<file path="config.mk">
export PLATFORM = sky130hd
export DESIGN_NAME = tcw_sequencer
export DESIGN_NICKNAME = d
export VERILOG_FILES = /design/src/rtl/assert_macros.svh /design/src/rtl/tcw_pkg.sv /design/src/rtl/tcw_sequencer.sv
export SDC_FILE = /design/constraint.sdc
export NUM_CORES = 1
export LEC_CHECK = 0
export ABC_AREA = 1
export BUFFER_PORTS_ARGS = -buffer_cell sky130_fd_sc_hd__buf_2
export CAP_MARGIN = 20
export CORE_ASPECT_RATIO = 1.4
export CORE_MARGIN = 2
export CORE_UTILIZATION = 52
export DETAILED_ROUTE_END_ITERATION = 7
export HOLD_SLACK_MARGIN = 0.03
export PLACE_DENSITY_LB_ADDON = 0.15
export REMOVE_ABC_BUFFERS = 1
export SETUP_SLACK_MARGIN = 0.4
export SLEW_MARGIN = 20
export SYNTH_ARGS = -nofsm -noshare
export SYNTH_HDL_FRONTEND = slang
export SYNTH_SLANG_ARGS = --single-unit
</file>
<file path="constraint.sdc">
create_clock -name clk -period 6.4 [get_ports clk]
set_input_delay 1.6 -clock clk [delete_from_list [all_inputs] [get_ports clk]]
set_output_delay 1.6 -clock clk [all_outputs]
set_load 0.02 [all_outputs]
</file>
<file path="src/rtl/assert_macros.svh">
// Assertion macros for RTL that checks its own behavior; the top level includes them.
`ifndef ASSERT_MACROS_SVH
`define ASSERT_MACROS_SVH

// Checked at every rising clk edge, off while rst_n is low.
`define TCW_ASSERT(label, prop, msg) \
    label: assert property (@(posedge clk) disable iff (!rst_n) prop) \
        else $error(msg);

// Same, with a name for the implication to read better at the use site.
`define TCW_ASSERT_IMPLY(label, lhs, rhs, msg) \
    `TCW_ASSERT(label, (lhs) |-> (rhs), msg)

`endif

</file>
<file path="src/rtl/tcw_pkg.sv">
// Shared types, constants and the control store of the text console writer.
package tcw_pkg;

    localparam int COLUMNS_DEFAULT = 80;
    localparam int ROWS_DEFAULT    = 25;

    localparam int OP_W   = 2;
    localparam int CHAR_W = 8;
    localparam int IDX_W  = 11;
    localparam int ATTR_W = 8;
    localparam int CELL_DATA_W = 16;
    localparam int STEP_W = 5;

    localparam logic [CHAR_W-1:0] NEWLINE_CODE = 8'h0A;
    localparam logic [CHAR_W-1:0] SPACE_CODE   = 8'h20;
    localparam logic [ATTR_W-1:0] RESET_ATTR   = 8'h07;

    typedef logic [STEP_W-1:0] step_t;

    typedef enum logic [OP_W-1:0] {
        OP_WRITE     = 2'd0,
        OP_BACKSPACE = 2'd1,
        OP_CLEAR     = 2'd2,
        OP_READ      = 2'd3
    } op_t;

    typedef enum logic [1:0] {
        WD_CHAR  = 2'd0,
        WD_BLANK = 2'd1,
        WD_COPY  = 2'd2
    } wsel_t;

    typedef enum logic {
        WA_CURSOR = 1'b0,
        WA_PTR    = 1'b1
    } waddr_t;

    typedef enum logic {
        RA_SHIFT = 1'b0,
        RA_INDEX = 1'b1
    } raddr_t;

    typedef enum logic [1:0] {
        PTR_HOLD = 2'd0,
        PTR_CLR  = 2'd1,
        PTR_INC  = 2'd2
    } ptr_op_t;

    typedef enum logic [2:0] {
        CUR_HOLD      = 3'd0,
        CUR_COL_INC   = 3'd1,
        CUR_COL_CLR   = 3'd2,
        CUR_COL_DEC   = 3'd3,
        CUR_ROW_INC   = 3'd4,
        CUR_HOME      = 3'd5,
        CUR_WRAP_BACK = 3'd6
    } cur_op_t;

    typedef enum logic [3:0] {
        C_NEVER         = 4'd0,
        C_ALWAYS        = 4'd1,
        C_NEWLINE       = 4'd2,
        C_COL_LAST      = 4'd3,
        C_ROW_LAST      = 4'd4,
        C_PTR_MORE_COPY = 4'd5,
        C_PTR_MORE      = 4'd6,
        C_ORIGIN        = 4'd7,
        C_COL_ZERO      = 4'd8,
        C_INIT          = 4'd9,
        C_OUT_BUSY      = 4'd10
    } cond_t;

    typedef struct packed {
        logic    dispatch;
        logic    emit;
        logic    mem_we;
        wsel_t   wsel;
        waddr_t  waddr;
        logic    mem_re;
        raddr_t  raddr;
        ptr_op_t ptr_op;
        cur_op_t cur_op;
        logic    cell_load;
        logic    clr_init;
        cond_t   cond;
        step_t   target;
    } ucode_t;

    typedef struct packed {
        ucode_t uc;
        logic   accept;
    } ctl_t;

    typedef struct packed {
        logic newline;
        logic col_last;
        logic row_last;
        logic col_zero;
        logic origin;
        logic ptr_more_copy;
        logic ptr_more;
        logic init;
        logic out_busy;
    } status_t;

    // Control store layout
    localparam step_t ST_CLR0  = 5'd0;
    localparam step_t ST_CLR1  = 5'd1;
    localparam step_t ST_CLR2  = 5'd2;
    localparam step_t ST_DONE  = 5'd3;
    localparam step_t ST_IDLE  = 5'd4;
    localparam step_t ST_WR0   = 5'd5;
    localparam step_t ST_WR1   = 5'd6;
    localparam step_t ST_WR2   = 5'd7;
    localparam step_t ST_NL0   = 5'd8;
    localparam step_t ST_NL1   = 5'd9;
    localparam step_t ST_SCR0  = 5'd10;
    localparam step_t ST_SCR1  = 5'd11;
    localparam step_t ST_SCR2  = 5'd12;
    localparam step_t ST_SCR3  = 5'd13;
    localparam step_t ST_SCR4  = 5'd14;
    localparam step_t ST_BS0   = 5'd15;
    localparam step_t ST_BS1   = 5'd16;
    localparam step_t ST_BS2   = 5'd17;
    localparam step_t ST_BS3   = 5'd18;
    localparam step_t ST_BS4   = 5'd19;
    localparam step_t ST_RD0   = 5'd20;
    localparam step_t ST_RD1   = 5'd21;

    function automatic ucode_t ucode_word(step_t s);
        ucode_t w;
        w = '0;
        case (s)
            ST_CLR0:
            begin
                w.ptr_op = PTR_CLR;
                w.cur_op = CUR_HOME;
            end
            ST_CLR1:
            begin
                w.mem_we = 1'b1;
                w.wsel   = WD_BLANK;
                w.waddr  = WA_PTR;
                w.ptr_op = PTR_INC;
                w.cond   = C_PTR_MORE;
                w.target = ST_CLR1;
            end
            ST_CLR2:
            begin
                // the power-up pass ends here without a result
                w.clr_init = 1'b1;
                w.cond     = C_INIT;
                w.target   = ST_IDLE;
            end
            ST_DONE:
            begin
                w.emit   = 1'b1;
                w.cond   = C_OUT_BUSY;
                w.target = ST_DONE;
            end
            ST_IDLE:
            begin
                w.dispatch = 1'b1;
            end
            ST_WR0:
            begin
                w.cond   = C_NEWLINE;
                w.target = ST_NL0;
            end
            ST_WR1:
            begin
                w.mem_we = 1'b1;
                w.wsel   = WD_CHAR;
                w.waddr  = WA_CURSOR;
                w.cond   = C_COL_LAST;
                w.target = ST_NL0;
            end
            ST_WR2:
            begin
                w.cur_op = CUR_COL_INC;
                w.cond   = C_ALWAYS;
                w.target = ST_DONE;
            end
            ST_NL0:
            begin
                w.cur_op = CUR_COL_CLR;
                w.cond   = C_ROW_LAST;
                w.target = ST_SCR0;
            end
            ST_NL1:
            begin
                w.cur_op = CUR_ROW_INC;
                w.cond   = C_ALWAYS;
                w.target = ST_DONE;
            end
            ST_SCR0:
            begin
                w.ptr_op = PTR_CLR;
            end
            ST_SCR1:
            begin
                w.mem_re = 1'b1;
                w.raddr  = RA_SHIFT;
            end
            ST_SCR2:
            begin
                w.mem_we = 1'b1;
                w.wsel   = WD_COPY;
                w.waddr  = WA_PTR;
                w.ptr_op = PTR_INC;
                w.cond   = C_PTR_MORE_COPY;
                w.target = ST_SCR1;
            end
            ST_SCR3:
            begin
                w.mem_we = 1'b1;
                w.wsel   = WD_BLANK;
                w.waddr  = WA_PTR;
                w.ptr_op = PTR_INC;
                w.cond   = C_PTR_MORE;
                w.target = ST_SCR3;
            end
            ST_SCR4:
            begin
                w.cond   = C_ALWAYS;
                w.target = ST_DONE;
            end
            ST_BS0:
            begin
                w.cond   = C_ORIGIN;
                w.target = ST_DONE;
            end
            ST_BS1:
            begin
                w.cond   = C_COL_ZERO;
                w.target = ST_BS3;
            end
            ST_BS2:
            begin
                w.cur_op = CUR_COL_DEC;
                w.cond   = C_ALWAYS;
                w.target = ST_BS4;
            end
            ST_BS3:
            begin
                w.cur_op = CUR_WRAP_BACK;
            end
            ST_BS4:
            begin
                w.mem_we = 1'b1;
                w.wsel   = WD_BLANK;
                w.waddr  = WA_CURSOR;
                w.cond   = C_ALWAYS;
                w.target = ST_DONE;
            end
            ST_RD0:
            begin
                w.mem_re = 1'b1;
                w.raddr  = RA_INDEX;
            end
            ST_RD1:
            begin
                w.cell_load = 1'b1;
                w.cond      = C_ALWAYS;
                w.target    = ST_DONE;
            end
            default:
            begin
                w.cond   = C_ALWAYS;
                w.target = ST_IDLE;
            end
        endcase
        return w;
    endfunction

    function automatic step_t dispatch_step(logic [OP_W-1:0] opcode);
        step_t s;
        s = ST_IDLE;
        case (op_t'(opcode))
            OP_WRITE:     s = ST_WR0;
            OP_BACKSPACE: s = ST_BS0;
            OP_CLEAR:     s = ST_CLR0;
            OP_READ:      s = ST_RD0;
            default:      s = ST_IDLE;
        endcase
        return s;
    endfunction

endpackage

</file>
<file path="src/rtl/tcw_sequencer.sv">
// Step counter, control store lookup and next-step selection.
module tcw_sequencer
(
    input  logic                      clk,
    input  logic                      rst_n,
    input  logic                      item_valid,
    input  logic [tcw_pkg::OP_W-1:0]  opcode,
    input  tcw_pkg::status_t          status,
    output logic                      item_stall,
    output tcw_pkg::ctl_t             ctl
);

    tcw_pkg::step_t  step_reg;
    tcw_pkg::step_t  step_next;
    tcw_pkg::ucode_t uc;
    logic            accept;
    logic            cond_true;

    assign uc         = tcw_pkg::ucode_word(step_reg);
    assign accept     = item_valid && uc.dispatch;
    assign item_stall = !uc.dispatch;
    assign ctl.uc     = uc;
    assign ctl.accept = accept;

    always_comb
    begin
        unique case (uc.cond)
            tcw_pkg::C_NEVER:         cond_true = 1'b0;
            tcw_pkg::C_ALWAYS:        cond_true = 1'b1;
            tcw_pkg::C_NEWLINE:       cond_true = status.newline;
            tcw_pkg::C_COL_LAST:      cond_true = status.col_last;
            tcw_pkg::C_ROW_LAST:      cond_true = status.row_last;
            tcw_pkg::C_PTR_MORE_COPY: cond_true = status.ptr_more_copy;
            tcw_pkg::C_PTR_MORE:      cond_true = status.ptr_more;
            tcw_pkg::C_ORIGIN:        cond_true = status.origin;
            tcw_pkg::C_COL_ZERO:      cond_true = status.col_zero;
            tcw_pkg::C_INIT:          cond_true = status.init;
            tcw_pkg::C_OUT_BUSY:      cond_true = status.out_busy;
            default:                  cond_true = 1'b0;
        endcase
    end

    always_comb
    begin
        if (uc.dispatch)
        begin
            step_next = accept ? tcw_pkg::dispatch_step(opcode) : step_reg;
        end
        else if (cond_true)
        begin
            step_next = uc.target;
        end
        else
        begin
            step_next = step_reg + tcw_pkg::step_t'(1);
        end
    end

    // Reset starts the blanking pass over the cell store.
    always_ff @(posedge clk or negedge rst_n)
    begin
        if (!rst_n)
        begin
            step_reg <= tcw_pkg::ST_CLR0;
        end
        else
        begin
            step_reg <= step_next;
        end
    end

endmodule

</file>
-- After elaboration in Yosys (flattened, before gate mapping)
Index checks and enable logic that the tools add are counted.
- eq/ne operators: 35
- add/sub/neg operators: 1
- div/mod/pow operators: 0
- reduce and logical (&&, ||, !) cells: 9
- $lt $le $gt $ge: 0
- shift-type cells: 0
- mux-type cells: 14
- multiply operators: 0
- bitwise logic cells: 0
- operators with widths (kind ; number):
    one-hot mux 9 bit (13 select lines) ; 1
    equality test 5 x 4 -> 1 bit (second input constant) ; 8
    equality test 5 bit (second input constant) ; 6
    equality test 5 x 3 -> 1 bit (second input constant) ; 4
    one-hot mux 5 bit (4 select lines) ; 1
    one-hot mux 3 bit (6 select lines) ; 1
    equality test 4 x 3 -> 1 bit (second input constant) ; 4
    one-hot mux 4 bit (4 select lines) ; 1
    2-to-1 mux 5 bit ; 3
    equality test 4 bit (second input constant) ; 3
    equality test 5 x 2 -> 1 bit (second input constant) ; 2
    one-hot mux 1 bit (10 select lines) ; 1
    equality test 4 x 2 -> 1 bit (second input constant) ; 2
    one-hot mux 2 bit (2 select lines) ; 2
    OR reduction 6 bit ; 1
    adder 5 x 1 -> 5 bit (second input constant) ; 1
    equality test 5 x 1 -> 1 bit (second input constant) ; 1
    logical NOT 5 bit ; 1
    OR reduction 5 bit ; 1
    equality test 2 bit (second input constant) ; 2
    equality test 4 x 1 -> 1 bit (second input constant) ; 1
    2-to-1 mux 1 bit ; 4
    OR reduction 2 bit ; 2
    OR reduction 3 bit ; 1
    5 further kinds ; 5
- RAM bits: 0
- flip-flop bits (word level): 5
- output and inout bits: 26
- bits in read-only memories: 0
- bits in latches: 0
- bits of input ports: 14
- memories kept: 0

-- Longest topological paths before layout
- word-level depth: 7
- depth in mapped cells: 19
- gate-level depth less buffers: 19

-- Worst setup path before layout
No wires, ideal clock.
- path kind: input-to-output
- from: input port item_valid
- to: output port ctl[0] (netlist bit)
- stages on the path: 3
- data arrival time: 1.987 ns
- buffers on the path: 1
- setup slack: 2.813 ns
- cells stage by stage: inv_1 -> nor2_1 -> buf_4
- longest elaborated chain between the ends: 1
- RTL lines (item ; line ; source):
    start: declaration ; tcw_sequencer.sv:6 ; input logic item_valid,
    logical AND 1 bit ; tcw_sequencer.sv:20 ; assign accept = item_valid && uc.dispatch;
    end: declaration ; tcw_sequencer.sv:10 ; output tcw_pkg::ctl_t ctl
No other way between the ends.

==> flow_metrics.py <==
metrics = {
    "die": {
        "die_y_um": 56.97,
        "coreArea_um2": 1926,
        "io_pins": 40,
        "initial_core_util_pct": 54.13,
        "rows": 19,
        "dieWidth_um": 41.84,
        "die_area_um2": 2383,
    },
    "yosys": {
        "syn_area_per_cell_um2": 5.544,
        "synthFlopType": "dfrtp_1",
        "ys_types": 28,
        "yosysWarnings": 0,
        "synthArstFlopShare_pct": 100.0,
        "synth-seq-cells": 5,
        "synth_cells": 188,
        "synth_top_area_share_pct": 20.17,
        "ys_top_cells_by_count": "nand2_1, inv_1, nand3_1",
        "yosysSeqAreaShare_pct": 12.00,
        "yosysTopAreaCell": "nand2_1",
        "netlist_top_cells_area": "nand2_1, dfrtp_1, nand3_1, inv_1, ha_1",
        "yosysMostFrequentCell": "nand2_1",
        "synth_area_um2": 1042,
        "synth-edff-count": 0,
    },
    "finish": {
        "largest_reg_flops": 5,
        "nFillCells": 198,
        "drive_above_1_share_pct": 31.14,
        "nets": 248,
        "stdcell_count": 249,
        "n_antenna_cell": 0,
        "area_growth_syn_to_layout_pct": 21.25,
    },
    "sta": {
        "timing.fmax_mhz": 264.0,
        "hold_violations": 0,
        "layout_min_cycle_time_ns": 3.788,
        "rsz0062_at_grt": "no",
        "fin_tns_setup_ns": 0,
        "worst_pin_slew_ns": 0.3357,
        "maxSlewHeadroom_pct": 77.62,
        "fin_crit_sh_pct": 59.19,
        "fin_skew_ns": 0.004085,
        "slew_violations": 0,
        "setup_violations": 0,
    },
    "worst_setup_path": {
        "critPathLaunchType": "flip-flop",
        "worstPathRequired_ns": 4.80,
        "end_kind": "output port",
        "crit_type": "flip-flop to output port",
        "worstPathArrival_ns": 2.19,
        "critPathMaxFanout": 9,
    },
    "route": {
        "post_drt_via_cell_ratio": 5.165,
        "antenna_left": 0,
        "drc": 0,
        "drt-total-wl_um": 2838,
        "num_vias": 1286,
        "first_pass_iters": 4,
        "drt-wirelength-per-cell_um": 11.40,
        "initialDrtViolationCount": 44,
    },
    "cts": {
        "cts-resized-gates": 0,
        "postCtsHoldBufs": 0,
        "cts_max_level": 1,
        "clkLatencyLatePin_ns": 0.24,
        "clk_pin_slew_worst_paths_ns": 0.04,
        "clock-root-buffer": "clkbuf_4",
        "cts_tree": "built",
        "post-cts-setup-buffer-count": 0,
        "cts.sinks": 5,
        "cts_made_buffers": 3,
        "clock_path_buffers": 2,
    },
    "grt": {
        "grt_usage_pct": 25.46,
        "grt_max_degree": 12,
        "globalRouteMet1Util_pct": 27.08,
        "top_usage_layer": "met2",
        "overflow": 0,
        "antenna_found_initial": 0,
        "use_met2_pct": 51.79,
        "grt_pass1_vias": 1226,
        "grt_util_met3_pct": 1.899,
        "grt_pass1_wl_um": 4871,
    },
    "placed_design": {
        "hpwl_um": 2478,
        "port_buffers": 39,
        "finalWeightedCongestion": 0.8996,
        "place_inst": 245,
    },
    "run": {
        "maxCapViolations": 0,
    },
    "min_path": {
        "hp-class": "flip-flop to flip-flop",
    },
    "run_status": {
        "status": "complete, no violations",
    },
}
-- metrics by stage --
step / util (%) / area, µm² / hold WS (ns) / setup WS [ns]
global route: 65.63 / 1264 / 0.7349 / 2.369
global placement: 64.26 / 1237 / 0.6769 / 2.706
detailed placement: 64.26 / 1237 / 0.6805 / 2.669
finish: 65.63 / 1264 / 0.6792 / 2.612
CTS: 65.63 / 1264 / 0.6864 / 2.584
floorplan: - / 1016 / 0.6136 / 2.777
-- critical path, cell delays in order (launching register included) --
cell	delay [ns]
dfrtp_1	0.42
inv_1	0.14
ha_1	0.21
inv_1	0.06
nor2_1	0.27
nand2_2	0.20
nand2_1	0.10
nor2_1	0.04
nand2_1	0.06
nor2_2	0.04
nand2_2	0.11
nand3_1	0.12
buf_2	0.18
-- cell type report --
class	instances	area (µm²)	share of cell area, %
Clock buffer	4	26.28	2.079
Inverter	35	131.4	10.40
Multi-Input combinational cell	145	759.5	60.10
Sequential cell	5	125.1	9.901
Tap cell	21	26.28	2.079
Timing Repair Buffer	39	195.2	15.45
-- kinds of logic (layout without fill, tap and decap cells) --
kind of cell / after synthesis / count (layout) / synth area share, %
AND/OR/NAND/NOR: 125 / 125 / 57.38
adder cells (fa/ha/maj): 5 / 5 / 6.002
flip-flops: 5 / 5 / 12.00
XOR/XNOR: 2 / 2 / 1.681
AO/OA/AOI/OAI: 13 / 13 / 7.803
buffers and inverters: 38 / 78 / 15.13
-- final timing paths --
| path | cells after the start | slack [ns] | startpoint | to |
|---|---|---|---|---|
| max reg2reg | 16 | 3.89 | step_reg[0]$_DFFE_PN0P_ | step_reg[4]$_DFFE_PN0P_ |
| max | 12 | 2.61 | step_reg[0]$_DFFE_PN0P_ | ctl[3] |
| min in group asynchronous | 1 | 1.16 | rst_n | step_reg[2]$_DFFE_PN0P_ |
| min | 3 | 0.68 | step_reg[0]$_DFFE_PN0P_ | step_reg[0]$_DFFE_PN0P_ |
| max in group asynchronous | 1 | 5.11 | rst_n | step_reg[3]$_DFFE_PN0P_ |
| min reg2reg | 3 | 0.68 | step_reg[0]$_DFFE_PN0P_ | step_reg[0]$_DFFE_PN0P_ |
-- layer usage --
| layer | up-vias | share of wire, % | wire [µm] |
|---|---|---|---|
| met5 | - | 0 | 0 |
| met4 | 0 | 0 | 0 |
| met2 | 36 | 58 | 1653 |
| li1 | 672 | - | - |
| met3 | 0 | 3.2 | 92 |
| met1 | 578 | 39 | 1093 |
-- cells in the final DEF, fill, tap and decap left out, types with 5 or more instances in the layout --
cell type	Yosys	layout
dfrtp_1	5	5
nand4_1	6	6
buf_2	0	39
nor2_1	14	14
nand3_1	25	25
inv_2	10	10
ha_1	5	5
inv_1	25	25
nor2_2	7	7
nand2_2	7	7
nand2_1	56	56
Power is not shown: default switching activity piles up to over one toggle a cycle in this logic, so the estimate is an artifact.
